### src/hdl/sbpm_pkg.sv
// shared types, constants and helpers of the send buffer pool manager
`timescale 1ns / 1ps
`default_nettype none

package sbpm_pkg;

  localparam int NUM_BUFFERS = 64;
  localparam int NUM_DESTS   = 16;

  localparam int IDX_W   = $clog2(NUM_BUFFERS);
  localparam int LINK_W  = $clog2(NUM_BUFFERS + 1);
  localparam int DEST_W  = $clog2(NUM_DESTS);
  localparam int QCNT_W  = $clog2(NUM_DESTS + 1);
  localparam int MODE_W  = 2;
  localparam int CNT_W   = 7;
  localparam int DCNT_W  = 5;
  localparam int RANK_W  = 4;
  localparam int PADDR_W = 3;
  localparam int PDATA_W = 32;
  localparam int REG_W   = 1;
  localparam int WORD_W  = LINK_W + 1;

  typedef logic [LINK_W-1:0] link_t;
  typedef logic [IDX_W-1:0]  idx_t;

  localparam link_t LINK_NONE = LINK_W'(NUM_BUFFERS);

  typedef enum logic [MODE_W-1:0] {
    MODE_ALLOC   = 2'd0,
    MODE_CONSUME = 2'd1,
    MODE_RECLAIM = 2'd2,
    MODE_UNUSED  = 2'd3
  } mode_t;

  typedef enum logic [REG_W-1:0] {
    REG_DEST_COUNT = 1'b0,
    REG_OWN_RANK   = 1'b1
  } reg_idx_t;

  typedef struct packed {
    logic  busy;
    link_t link;
  } word_t;

  function automatic logic link_valid(input link_t v);
    return v < LINK_W'(NUM_BUFFERS);
  endfunction

endpackage

`default_nettype wire

### src/hdl/sbpm_if.sv
// valid/ready channel interfaces for request and result items
`timescale 1ns / 1ps
`default_nettype none

interface sbpm_in_if
  import sbpm_pkg::*;
();
  logic              valid;
  logic              ready;
  logic [MODE_W-1:0] mode;
  logic [DEST_W-1:0] dest;
  logic [IDX_W-1:0]  buffer_index;

  modport source (output valid, output mode, output dest, output buffer_index, input ready);
  modport sink   (input valid, input mode, input dest, input buffer_index, output ready);
endinterface

interface sbpm_out_if
  import sbpm_pkg::*;
();
  logic             valid;
  logic             ready;
  logic             granted;
  logic [IDX_W-1:0] granted_index;
  logic [CNT_W-1:0] released_count;
  logic             pool_empty;

  modport source (output valid, output granted, output granted_index,
                  output released_count, output pool_empty, input ready);
  modport sink   (input valid, input granted, input granted_index,
                  input released_count, input pool_empty, output ready);
endinterface

`default_nettype wire

### src/hdl/sbpm_ram.sv
// generic single write, single read ram with registered read data
`timescale 1ns / 1ps
`default_nettype none

module sbpm_ram #(
  parameter int DEPTH = 64,
  parameter int WIDTH = 8
) (
  input  wire logic                     clk,
  input  wire logic                     we,
  input  wire logic [$clog2(DEPTH)-1:0] waddr,
  input  wire logic [WIDTH-1:0]         wdata,
  input  wire logic                     re,
  input  wire logic [$clog2(DEPTH)-1:0] raddr,
  output      logic [WIDTH-1:0]         rdata
);

  logic [WIDTH-1:0] mem [DEPTH];

  always_ff @(posedge clk) begin
    if (we) begin
      mem[waddr] <= wdata;
    end
  end

  always_ff @(posedge clk) begin
    if (re) begin
      rdata <= mem[raddr];
    end
  end

endmodule

`default_nettype wire

### src/hdl/send_buffer_pool_manager_core.sv
// top level of the send buffer pool manager: free list and per-destination queues
// One item is processed at a time. All buffer links and busy marks sit in a single
// ram word per buffer (one read and one write port). An allocate takes the free
// list head and appends it to the destination queue unless the pool is empty; a
// consume clears the busy mark of a buffer; an unused mode does nothing; a reclaim
// pass scans the queues, skipping the own rank, and releases the leading run of
// free buffers of each queue onto the free list, stopping at a busy buffer.
// The result is held in an output register until the sink takes it, and a new
// result waits while a previous one is still held. Link reset values come from
// per-entry valid flops, so no clearing pass follows reset.
`timescale 1ns / 1ps
`default_nettype none

module send_buffer_pool_manager_core
  import sbpm_pkg::*;
(
  input  wire logic               clk,
  input  wire logic               rst_n,
  sbpm_in_if.sink                 in_ch,
  sbpm_out_if.source              out_ch,
  input  wire logic               psel,
  input  wire logic               penable,
  input  wire logic               pwrite,
  input  wire logic [PADDR_W-1:0] paddr,
  input  wire logic [PDATA_W-1:0] pwdata,
  output      logic [PDATA_W-1:0] prdata,
  output      logic               pready
);

  typedef enum logic [7:0] {
    S_IDLE       = 8'b0000_0001,
    S_ALLOC_RD   = 8'b0000_0010,
    S_ALLOC_TAIL = 8'b0000_0100,
    S_CONS_RD    = 8'b0000_1000,
    S_SCAN       = 8'b0001_0000,
    S_WALK       = 8'b0010_0000,
    S_SPLICE     = 8'b0100_0000,
    S_DONE       = 8'b1000_0000
  } state_t;

  state_t state_r, state_nxt;

  logic [DCNT_W-1:0] dest_count_r;
  logic [RANK_W-1:0] own_rank_r;
  reg_idx_t          cfg_idx;
  logic              cfg_we;

  link_t head_r [NUM_DESTS];
  link_t head_nxt [NUM_DESTS];
  link_t tail_r [NUM_DESTS];
  link_t tail_nxt [NUM_DESTS];
  link_t pool_top_r, pool_top_nxt;
  logic [NUM_BUFFERS-1:0] ld_valid_r;

  logic [QCNT_W-1:0] q_r, q_nxt;
  link_t             cur_r, cur_nxt;
  idx_t              last_r, last_nxt;
  logic              have_last_r, have_last_nxt;
  link_t             steps_r, steps_nxt;
  logic [CNT_W-1:0]  released_r, released_nxt;
  logic              granted_r, granted_nxt;
  idx_t              gidx_r, gidx_nxt;
  logic [DEST_W-1:0] dest_r, dest_nxt;
  idx_t              bidx_r, bidx_nxt;

  logic             out_valid_r, out_valid_nxt;
  logic             out_granted_r;
  idx_t             out_gidx_r;
  logic [CNT_W-1:0] out_released_r;
  logic             out_empty_r;
  logic             out_load;

  logic              mem_we;
  idx_t              mem_waddr;
  word_t             mem_wdata;
  logic              mem_re;
  idx_t              mem_raddr;
  logic [WORD_W-1:0] ram_rdata;
  logic              rvalid_r;
  idx_t              raddr_r;
  word_t             rd_word;

  logic              in_acc;
  logic [DEST_W-1:0] qi;
  link_t             qh;
  link_t             qt;

  // config port
  assign pready  = 1'b1;
  assign cfg_idx = reg_idx_t'(paddr[PADDR_W-1:2]);
  assign cfg_we  = psel && penable && pwrite;

  always_comb begin
    unique case (cfg_idx)
      REG_DEST_COUNT: prdata = PDATA_W'(dest_count_r);
      REG_OWN_RANK:   prdata = PDATA_W'(own_rank_r);
      default:        prdata = '0;
    endcase
  end

  always_ff @(posedge clk) begin
    if (!rst_n) begin
      dest_count_r <= DCNT_W'(16);
      own_rank_r   <= '0;
    end else if (cfg_we) begin
      unique case (cfg_idx)
        REG_DEST_COUNT: dest_count_r <= pwdata[DCNT_W-1:0];
        REG_OWN_RANK:   own_rank_r   <= pwdata[RANK_W-1:0];
        default:        ;
      endcase
    end
  end

  // link / busy ram
  sbpm_ram #(
    .DEPTH (NUM_BUFFERS),
    .WIDTH (WORD_W)
  ) u_link_ram (
    .clk   (clk),
    .we    (mem_we),
    .waddr (mem_waddr),
    .wdata (mem_wdata),
    .re    (mem_re),
    .raddr (mem_raddr),
    .rdata (ram_rdata)
  );

  always_ff @(posedge clk) begin
    if (mem_re) begin
      rvalid_r <= ld_valid_r[mem_raddr];
      raddr_r  <= mem_raddr;
    end
  end

  // unwritten entries read as their reset chain value
  always_comb begin
    if (rvalid_r) begin
      rd_word = word_t'(ram_rdata);
    end else begin
      rd_word.busy = 1'b0;
      rd_word.link = LINK_W'(raddr_r) + LINK_W'(1);
    end
  end

  assign in_ch.ready = (state_r == S_IDLE);
  assign in_acc      = in_ch.valid && in_ch.ready;
  assign out_load    = (state_r == S_DONE) && (!out_valid_r || out_ch.ready);

  always_comb begin
    state_nxt     = state_r;
    head_nxt      = head_r;
    tail_nxt      = tail_r;
    pool_top_nxt  = pool_top_r;
    q_nxt         = q_r;
    cur_nxt       = cur_r;
    last_nxt      = last_r;
    have_last_nxt = have_last_r;
    steps_nxt     = steps_r;
    released_nxt  = released_r;
    granted_nxt   = granted_r;
    gidx_nxt      = gidx_r;
    dest_nxt      = dest_r;
    bidx_nxt      = bidx_r;
    mem_we        = 1'b0;
    mem_waddr     = '0;
    mem_wdata     = '0;
    mem_re        = 1'b0;
    mem_raddr     = '0;
    qi            = q_r[DEST_W-1:0];
    qh            = head_r[dest_r];
    qt            = tail_r[dest_r];

    unique case (state_r)
      S_IDLE: begin
        if (in_acc) begin
          dest_nxt     = in_ch.dest;
          bidx_nxt     = in_ch.buffer_index;
          granted_nxt  = 1'b0;
          gidx_nxt     = '0;
          released_nxt = '0;
          q_nxt        = '0;
          unique case (mode_t'(in_ch.mode))
            MODE_ALLOC: begin
              if (link_valid(pool_top_r)) begin
                mem_re    = 1'b1;
                mem_raddr = pool_top_r[IDX_W-1:0];
                state_nxt = S_ALLOC_RD;
              end else begin
                state_nxt = S_DONE;
              end
            end
            MODE_CONSUME: begin
              if (link_valid(LINK_W'(in_ch.buffer_index))) begin
                mem_re    = 1'b1;
                mem_raddr = in_ch.buffer_index;
                state_nxt = S_CONS_RD;
              end else begin
                state_nxt = S_DONE;
              end
            end
            MODE_RECLAIM: state_nxt = S_SCAN;
            default:      state_nxt = S_DONE;
          endcase
        end
      end

      S_ALLOC_RD: begin
        pool_top_nxt   = link_valid(rd_word.link) ? rd_word.link : LINK_NONE;
        mem_we         = 1'b1;
        mem_waddr      = pool_top_r[IDX_W-1:0];
        mem_wdata.busy = 1'b1;
        mem_wdata.link = LINK_NONE;
        granted_nxt    = 1'b1;
        gidx_nxt       = pool_top_r[IDX_W-1:0];
        if (!link_valid(qh) || !link_valid(qt)) begin
          head_nxt[dest_r] = pool_top_r;
          tail_nxt[dest_r] = pool_top_r;
          state_nxt        = S_DONE;
        end else begin
          mem_re    = 1'b1;
          mem_raddr = qt[IDX_W-1:0];
          state_nxt = S_ALLOC_TAIL;
        end
      end

      S_ALLOC_TAIL: begin
        mem_we           = 1'b1;
        mem_waddr        = qt[IDX_W-1:0];
        mem_wdata.busy   = rd_word.busy;
        mem_wdata.link   = LINK_W'(gidx_r);
        tail_nxt[dest_r] = LINK_W'(gidx_r);
        state_nxt        = S_DONE;
      end

      S_CONS_RD: begin
        mem_we         = 1'b1;
        mem_waddr      = bidx_r;
        mem_wdata.busy = 1'b0;
        mem_wdata.link = rd_word.link;
        state_nxt      = S_DONE;
      end

      S_SCAN: begin
        if (q_r < QCNT_W'(NUM_DESTS) && q_r < QCNT_W'(dest_count_r)) begin
          if (qi == own_rank_r) begin
            q_nxt = q_r + QCNT_W'(1);
          end else begin
            cur_nxt       = head_r[qi];
            have_last_nxt = 1'b0;
            steps_nxt     = '0;
            if (link_valid(head_r[qi])) begin
              mem_re    = 1'b1;
              mem_raddr = head_r[qi][IDX_W-1:0];
              state_nxt = S_WALK;
            end else begin
              state_nxt = S_SPLICE;
            end
          end
        end else begin
          state_nxt = S_DONE;
        end
      end

      S_WALK: begin
        if (!rd_word.busy) begin
          last_nxt      = cur_r[IDX_W-1:0];
          have_last_nxt = 1'b1;
          steps_nxt     = steps_r + LINK_W'(1);
          cur_nxt       = rd_word.link;
          if (link_valid(rd_word.link) &&
              (steps_r + LINK_W'(1)) < LINK_W'(NUM_BUFFERS)) begin
            mem_re    = 1'b1;
            mem_raddr = rd_word.link[IDX_W-1:0];
          end else begin
            state_nxt = S_SPLICE;
          end
        end else begin
          state_nxt = S_SPLICE;
        end
      end

      S_SPLICE: begin
        if (have_last_r) begin
          mem_we         = 1'b1;
          mem_waddr      = last_r;
          mem_wdata.busy = 1'b0;
          mem_wdata.link = pool_top_r;
          pool_top_nxt   = head_r[qi];
        end
        head_nxt[qi] = link_valid(cur_r) ? cur_r : LINK_NONE;
        if (!link_valid(cur_r)) begin
          tail_nxt[qi] = LINK_NONE;
        end
        released_nxt = released_r + CNT_W'(steps_r);
        q_nxt        = q_r + QCNT_W'(1);
        state_nxt    = S_SCAN;
      end

      S_DONE: begin
        if (out_load) begin
          state_nxt = S_IDLE;
        end
      end

      default: state_nxt = S_IDLE;
    endcase
  end

  always_comb begin
    out_valid_nxt = out_valid_r;
    if (out_valid_r && out_ch.ready) begin
      out_valid_nxt = 1'b0;
    end
    if (out_load) begin
      out_valid_nxt = 1'b1;
    end
  end

  always_ff @(posedge clk) begin
    if (!rst_n) begin
      state_r     <= S_IDLE;
      out_valid_r <= 1'b0;
      pool_top_r  <= '0;
      ld_valid_r  <= '0;
      for (int i = 0; i < NUM_DESTS; i++) begin
        head_r[i] <= LINK_NONE;
        tail_r[i] <= LINK_NONE;
      end
    end else begin
      state_r     <= state_nxt;
      out_valid_r <= out_valid_nxt;
      pool_top_r  <= pool_top_nxt;
      head_r      <= head_nxt;
      tail_r      <= tail_nxt;
      if (mem_we) begin
        ld_valid_r[mem_waddr] <= 1'b1;
      end
    end
  end

  always_ff @(posedge clk) begin
    q_r         <= q_nxt;
    cur_r       <= cur_nxt;
    last_r      <= last_nxt;
    have_last_r <= have_last_nxt;
    steps_r     <= steps_nxt;
    released_r  <= released_nxt;
    granted_r   <= granted_nxt;
    gidx_r      <= gidx_nxt;
    dest_r      <= dest_nxt;
    bidx_r      <= bidx_nxt;
    if (out_load) begin
      out_granted_r  <= granted_r;
      out_gidx_r     <= gidx_r;
      out_released_r <= released_r;
      out_empty_r    <= !link_valid(pool_top_r);
    end
  end

  assign out_ch.valid          = out_valid_r;
  assign out_ch.granted        = out_granted_r;
  assign out_ch.granted_index  = out_gidx_r;
  assign out_ch.released_count = out_released_r;
  assign out_ch.pool_empty     = out_empty_r;

  a_pool_top_range: assert property (@(posedge clk) disable iff (!rst_n)
    pool_top_r <= LINK_NONE)
    else $error("free list head out of range");

  a_accept_starts_work: assert property (@(posedge clk) disable iff (!rst_n)
    in_acc |=> state_r != S_IDLE)
    else $error("accepted item did not start processing");

  a_grant_no_release: assert property (@(posedge clk) disable iff (!rst_n)
    out_valid_r && out_granted_r |-> out_released_r == '0)
    else $error("allocate result reports released buffers");

  a_walk_bound: assert property (@(posedge clk) disable iff (!rst_n)
    state_r == S_WALK |-> steps_r < LINK_W'(NUM_BUFFERS))
    else $error("queue walk passed its bound");

endmodule

`default_nettype wire

### src/flat_wrapper.sv
// flat-port wrapper written by rule: the top's interface ports become plain ports
module send_buffer_pool_manager_core_flat import sbpm_pkg::*;
  (clk, rst_n, psel, penable, pwrite, paddr, pwdata, prdata, pready, in_ch_valid, in_ch_mode, in_ch_dest, in_ch_buffer_index, in_ch_ready, out_ch_valid, out_ch_granted, out_ch_granted_index, out_ch_released_count, out_ch_pool_empty, out_ch_ready);
  sbpm_in_if in_ch_i ();
  sbpm_out_if out_ch_i ();
  input  wire logic clk;
  input  wire logic rst_n;
  input  wire logic psel;
  input  wire logic penable;
  input  wire logic pwrite;
  input  wire logic [PADDR_W-1:0] paddr;
  input  wire logic [PDATA_W-1:0] pwdata;
  output      logic [PDATA_W-1:0] prdata;
  output      logic pready;
  input wire logic [$bits(in_ch_i.valid)-1:0] in_ch_valid;
  input wire logic [$bits(in_ch_i.mode)-1:0] in_ch_mode;
  input wire logic [$bits(in_ch_i.dest)-1:0] in_ch_dest;
  input wire logic [$bits(in_ch_i.buffer_index)-1:0] in_ch_buffer_index;
  output wire logic [$bits(in_ch_i.ready)-1:0] in_ch_ready;
  output wire logic [$bits(out_ch_i.valid)-1:0] out_ch_valid;
  output wire logic [$bits(out_ch_i.granted)-1:0] out_ch_granted;
  output wire logic [$bits(out_ch_i.granted_index)-1:0] out_ch_granted_index;
  output wire logic [$bits(out_ch_i.released_count)-1:0] out_ch_released_count;
  output wire logic [$bits(out_ch_i.pool_empty)-1:0] out_ch_pool_empty;
  input wire logic [$bits(out_ch_i.ready)-1:0] out_ch_ready;
  assign in_ch_i.valid = in_ch_valid;
  assign in_ch_i.mode = in_ch_mode;
  assign in_ch_i.dest = in_ch_dest;
  assign in_ch_i.buffer_index = in_ch_buffer_index;
  assign in_ch_ready = in_ch_i.ready;
  assign out_ch_valid = out_ch_i.valid;
  assign out_ch_granted = out_ch_i.granted;
  assign out_ch_granted_index = out_ch_i.granted_index;
  assign out_ch_released_count = out_ch_i.released_count;
  assign out_ch_pool_empty = out_ch_i.pool_empty;
  assign out_ch_i.ready = out_ch_ready;
  send_buffer_pool_manager_core u_core (.clk(clk), .rst_n(rst_n), .in_ch(in_ch_i), .out_ch(out_ch_i), .psel(psel), .penable(penable), .pwrite(pwrite), .paddr(paddr), .pwdata(pwdata), .prdata(prdata), .pready(pready));
endmodule
### config.mk
export PLATFORM = sky130hd
export DESIGN_NAME = send_buffer_pool_manager_core_flat
export DESIGN_NICKNAME = d
export VERILOG_FILES = /design/src/hdl/sbpm_pkg.sv /design/src/hdl/sbpm_if.sv /design/src/hdl/sbpm_ram.sv /design/src/hdl/send_buffer_pool_manager_core.sv /design/src/flat_wrapper.sv
export SDC_FILE = /design/constraint.sdc
export NUM_CORES = 2
export LEC_CHECK = 0
export BUFFER_PORTS_ARGS = -buffer_cell sky130_fd_sc_hd__buf_4
export CORE_MARGIN = 4
export CORE_UTILIZATION = 50
export DETAILED_ROUTE_END_ITERATION = 16
export HOLD_SLACK_MARGIN = 0.1
export PLACE_DENSITY = 0.66
export SLEW_MARGIN = 0
export SYNTH_ARGS = -nofsm -noshare
export SYNTH_HDL_FRONTEND = slang
export SYNTH_SLANG_ARGS = --single-unit
### constraint.sdc
create_clock -name clk -period 5.45 [get_ports clk]
set_input_delay 1.3625 -clock clk [delete_from_list [all_inputs] [get_ports clk]]
set_output_delay 1.3625 -clock clk [all_outputs]
set_load 0.03 [all_outputs]
# Word-level counts from Yosys, hierarchy flattened
# Memory sizes are Yosys's and may differ from the RTL's. A register that Yosys moved wholly into a read port is not among the register bits.
# Cells that the tools add are included.
[classes] n_bitwise=8 add_sub_neg=4 n_lt_le_gt_ge=16 shifts=0 n_eq_ne=22 n_div=0 mul=0 n_reduce_logical=38 n_mux=95
[ops] operator="112-bit bitwise mux" count=4
[ops] operator="112-bit 2-to-1 mux" count=3
[ops] operator="112-bit one-hot mux with 3 select lines" count=1
[ops] operator="112-bit one-hot mux with 2 select lines" count=1
[ops] operator="7-bit 2-to-1 mux" count=20
[ops] operator="96-bit bitwise AND" count=1
[ops] operator="96-bit inverter" count=1
[ops] operator="7-bit binary-select mux with 4-bit select" count=3
[ops] operator="8-bit 2-to-1 mux" count=9
[ops] operator="64-bit OR" count=1
[ops] operator="32-bit one-hot mux with 2 select lines" count=1
[ops] operator="6-bit 2-to-1 mux" count=10
[ops] operator="7-bit demux with 4-bit select" count=2
[ops] operator="7-bit one-hot mux with 2 select lines" count=4
[ops] operator="8-bit one-hot mux with 7 select lines" count=1
[ops] operator="7-bit less-than comparator, second input constant" count=7
[ops] operator="6-bit one-hot mux with 4 select lines" count=2
[ops] operator="8-bit one-hot mux with 4 select lines" count=1
[ops] operator="6-bit one-hot mux with 2 select lines" count=2
[ops] operator="8-bit one-hot mux with 3 select lines" count=1
[ops] operator="1-bit 2-to-1 mux" count=19
[ops] operator="16-bit OR" count=1
[ops] operator="2-bit AND reduction" count=8
[ops] operator="5-bit 2-to-1 mux" count=3
[ops] operator="42 further kinds" count=77
[word_totals] output_inout_bits=50 latch_bits=0 mem_bits_ro=0 mem_count=1 ramBits=512 register_bits=385 inputBits=54
[memory_table] memory="u_core.u_link_ram.mem" depth=64 width=8 rd=1 rd_ports_with_merged_regs=1 wr=1 line_no="sbpm_ram.sv:18" rtl="logic [WIDTH-1:0] mem [DEPTH];"

# Depth between registers and ports, before layout
[depth] word_depth=11 depth_mapped=17 mapped_depth_nobuf=13

# Hierarchy
# Synthesis repeated with hierarchy kept, for this count alone.
[unflattened] hier_cells=3373 area_unflattened_um2=40834.2
[by_module_without_submodules] module="send_buffer_pool_manager_core" area_per_inst_um2=20563.5 cells_per_inst=2401 instances=1
[by_module_without_submodules] module="sbpm_ram" area_per_inst_um2=20270.7 cells_per_inst=972 instances=1

# Worst setup path before layout
# No wires, ideal clock.
[synth_timing] path_type="reg-to-reg" startpoint="register u_core.state_r[7]" endpoint="memory u_core.u_link_ram.mem[0][5] (data pin)" t_arrival_ps=3809 period_less_slack_ps=4511 path_buffers=0 stages_incl_launch_ff=5 path_slack_ps=939 cell_sequence="dfxtp_1 or4_1 nor3_1 nand3b_1 o21ai_0"
[synth_rtl] element="start: declaration" line_no="send_buffer_pool_manager_core.sv:41" rtl="state_t state_r, state_nxt;"
[synth_rtl] element="start signal: assignment" line_no="send_buffer_pool_manager_core.sv:330" rtl="state_r <= state_nxt;"
[synth_rtl] element="end: declaration" line_no="sbpm_ram.sv:18"

# Final worst setup path
[layout_timing] startpoint="register u_core.dest_r[2]" endpoint="register u_core.u_link_ram.rdata[2], read port of u_core.u_link_ram.mem (data pin)"
[layout_between] elab_chain_cells=9 word_cells_on_any_way=16
[layout_rtl] element="start: declaration" line_no="send_buffer_pool_manager_core.sv:63" rtl="logic [DEST_W-1:0] dest_r, dest_nxt;"
[layout_rtl] element="start signal: assignment" line_no="send_buffer_pool_manager_core.sv:350" rtl="dest_r <= dest_nxt;"
[layout_rtl] element="4-bit inverter with 5-bit output (implied by the code) (*)" line_no="send_buffer_pool_manager_core.sv:170, send_buffer_pool_manager_core.sv:171"
[layout_rtl] element="7-bit binary-select mux with 4-bit select, on equally long branches" line_no="send_buffer_pool_manager_core.sv:170, send_buffer_pool_manager_core.sv:171"
[layout_rtl] element="7-bit 2-to-1 mux, on equally long branches (2 in series)" line_no="send_buffer_pool_manager_core.sv:170, send_buffer_pool_manager_core.sv:171"
[layout_rtl] element="7-bit less-than comparator" line_no="sbpm_pkg.sv:46" rtl="return v < LINK_W'(NUM_BUFFERS);"
[layout_rtl] element="1-bit zero test" line_no="send_buffer_pool_manager_core.sv:215" rtl="if (!link_valid(qh) || !link_valid(qt)) begin"
[layout_rtl] element="1-bit logical OR" line_no="send_buffer_pool_manager_core.sv:215"
[layout_rtl] element="6-bit 2-to-1 mux / 1-bit 2-to-1 mux (equally long branches)" line_no="send_buffer_pool_manager_core.sv:215"
[layout_rtl] element="6-bit one-hot mux with 4 select lines / 1-bit one-hot mux with 4 select lines (equally long branches)" line_no="send_buffer_pool_manager_core.sv:173" rtl="unique case (state_r)"
[layout_rtl] element="end: declaration" line_no="sbpm_ram.sv:15" rtl="output logic [WIDTH-1:0] rdata"
# Every way passes the cells marked *; elsewhere a longest branch is shown, timed or not. The select of a mux whose other input is x is not followed.
# A chain may end at the register's enable or synchronous reset.

==> run_results.csv <==
group,metric,value,unit
outcome,status,"finished, final reports clean",
detailed_routing,first_pass_iters,7,
logic_synthesis,synthFlopType,"edfxtp_1",
clock_network,cts_buffers,92,
clock_network,ctsHoldBuffers,0,
placed_design,pre_cts_ws,0.383,ns
cells_and_area,fin_nets,3569,
clock_network,clk_path_buf_depth,3,
cells_and_area,fin_util,56.8,%
placed_design,port_buffers,46,
timing,slew_violations,0,
global_routing,grt_pass1_wl,172,mm
power_and_ir_drop,power.share.sequential,48.5,%
clock_network,htreeDepth,3,
global_routing,grt_usage,26.9,%
placed_design,dpl.cell_count,4441,
logic_synthesis,netlist_area,39200,um2
logic_synthesis,synth_seq_cells,905,
clock_network,cts_tree,"done",
placed_design,place_congestion,0.909,
clock_network,insertion_delay,0.67,ns
logic_synthesis,avgSynthCellArea,11.4,um2
cells_and_area,layout_common_cells,"edfxtp_1 (592), nand2_1 (451), nor2_1 (412)",
timing,min_period,4.97,ns
clock_network,postCtsSetupRepairBufs,0,
cells_and_area,regArea,24000,um2
global_routing,grt_max_degree,92,
power_and_ir_drop,p_total,15.6,mW
detailed_routing,drc,0,
timing,setup_viol,0,
logic_synthesis,synth_cell_types,84,
floorplan,die-area,82900,um2
timing,setup_slack,0.477,ns
cells_and_area,drive_gt1_share,12.3,%
placed_design,dpl.hpwl,74.7,mm
power_and_ir_drop,combPwrFrac,10.7,%
floorplan,die_y,288,um
timing,hold_viol_final,0,
power_and_ir_drop,leakage,14.9,nW
cells_and_area,syn_to_final_growth,12.5,%
timing,fin_skew,0.0516,ns
floorplan,std_cell_rows,102,
detailed_routing,routed_via_density,6.38,
floorplan,io_pins,104,
clock_network,cts.sinks,905,
logic_synthesis,postSynth.asyncResetShare,0,%
cells_and_area,multi_input_area,13900,um2
logic_synthesis,yosysTopAreaCellShare,45.4,%
run,maxCapViolations,0,
worst_hold_path,hp-class,"flop to flop",
floorplan,core_area,77600,um2
cells_and_area,final_cell_count_no_fill,4609,
setup_path,worstPathArrival,5.49,ns
cells_and_area,final_common_cell,"edfxtp_1",
power_and_ir_drop,p_int,11.6,mW
power_and_ir_drop,power.density,353,nW/um2
timing,worst_slew_pin_slew,1.28,ns
global_routing,grt_overflow,0,
global_routing,antenna_found_initial,1,
cells_and_area,antennaDiodeCount,0,
logic_synthesis,synth_enable_flop_cells,592,
setup_path,worst-setup-path-type,"flop to flop",
power_and_ir_drop,clockPowerShare,40.8,%
detailed_routing,initialDrtViolationCount,3887,
floorplan,die_x,288,um
logic_synthesis,seq_area_frac_synth,61.4,%
timing,period_share,91.3,%
global_routing,first_global_vias,28100,
setup_path,required,5.97,ns
power_and_ir_drop,power.share.switching,25.4,%
clock_network,clk_pin_slew,0.06,ns
logic_synthesis,yosysTopAreaCell,"edfxtp_1",
logic_synthesis,ys.warnings.count,0,
clock_network,cts_resized,0,
timing,rsz0062_at_grt,"false",
floorplan,initial_utilization,50.5,%
timing,slew_headroom,14.1,%
detailed_routing,via_count,29400,
power_and_ir_drop,irDropWorstVdd,0.221,mV
detailed_routing,finalWirelength,114,mm
detailed_routing,ant_nets,0,
power_and_ir_drop,p_switching,3.95,mW
setup_path,end_kind,"flop",
timing,clock.fmax,201,MHz
setup_path,start_kind,"flop",
clock_network,cts-root-buf,"clkbuf_16",
setup_path,critPathMaxFanout,33,
logic_synthesis,syn_inst,3437,
logic_synthesis,synthTopCellsByArea,"edfxtp_1 (45%), dfxtp_1 (16%), nand2_1 (4.3%)",
timing,fin_tns_setup,0,ns
detailed_routing,avgRoutedWirePerCell,24.8,um
cells_and_area,nFillCells,6350,
==> layout make-up <==
type	instances	area share (%)
clock buffer	131	6.04
clock inverter	37	0.880
inverter	26	0.247
multi-input combinational	2278	31.6
sequential	905	54.5
tap	1040	2.95
timing repair buffer	192	3.75
==> power groups by stage <==
stage / logic, mW / clock network, mW / registers [mW]
floorplan: 1.12 / 0 / 7.63
global placement: 1.61 / 0 / 7.68
detailed placement: 1.64 / 0 / 7.68
CTS: 1.64 / 6.40 / 7.54
global route: 1.78 / 6.69 / 7.55
finish: 1.67 / 6.34 / 7.54
==> final timing paths <==
path / from / endpoint / slack, ns / cells after the start
max: u_core.dest_r[2] / u_core.u_link_ram.rdata[2] / 0.48 / 12
min: u_core.cur_r[3] / u_core.last_r[3] / 0.46 / 0
min reg2reg: u_core.cur_r[3] / u_core.last_r[3] / 0.46 / 0
max reg2reg: u_core.dest_r[2] / u_core.u_link_ram.rdata[2] / 0.48 / 12
==> cell families after synthesis <==
kind of cell | Yosys count | share of synthesized area [%]
simple gates | 1200 | 13.5
xor+xnor | 19 | 0.425
mux | 141 | 5.62
other cells | 2 | 0.0192
fa+ha+maj | 20 | 0.658
flops | 905 | 61.4
compound gates | 870 | 15.0
buf+inv | 280 | 3.42
==> flip-flops by register name (all words and copies together), names as in the netlist, 5 cells and up <==
name / cells
u_core.bidx_r: 6
u_core.cur_r: 7
u_core.dest_count_r: 5
u_core.gidx_r: 6
u_core.head_r: 112
u_core.last_r: 6
u_core.ld_valid_r: 64
u_core.out_ch.granted_index: 6
u_core.out_ch.released_count: 7
u_core.pool_top_r: 7
u_core.q_r: 5
u_core.raddr_r: 6
u_core.released_r: 7
u_core.state_r: 8
u_core.steps_r: 7
u_core.tail_r: 112
u_core.u_link_ram.mem: 512
u_core.u_link_ram.rdata: 8
==> critical path: stages (launching register included) <==
cell and delay, ns:
edfxtp_1 0.75, nor2b_1 0.54, o221ai_1 0.29, o22ai_1 0.41, o211a_1 0.63, a211oi_4 0.17, inv_6 0.29, buf_12 0.26
a211oi_1 0.13, a21oi_1 0.24, o2111ai_1 0.13, o21ai_0 0.67, and4_1 0.32
==> metrics by stage <==
stage	area (um2)	hold slack, ns
floorplan	39300	0.400
global placement	41000	0.434
detailed placement	41000	0.439
CTS	44100	0.454
global route	44100	0.462
finish	44100	0.459
==> cells in the mapped netlist, types with 15 or more instances <==
library cell,count
inv_1,20
and2_1,37
a221oi_1,62
dfxtp_1,313
o21ai_1,22
buf_2,57
o22ai_1,15
nor2b_1,65
clkbuf_1,123
mux4_2,63
buf_4,37
buf_1,26
nand2_1,452
nand4_1,15
o211ai_1,30
nor3_1,22
a21oi_1,237
ha_1,19
mux2i_1,77
nor2_1,413
a211oi_1,36
a22oi_1,223
o21a_1,66
nand3_1,120
edfxtp_1,592
o21ai_0,86
==> metal layers <==
metal	track usage, %	share of wire [%]	vias up
met5	0	0	-
met4	8.45	2.9	0
met3	6.34	12	235
met2	40.8	44	1736
met1	38.6	41	14600
li1	-	-	12900
(Power assumes the default switching activity.)
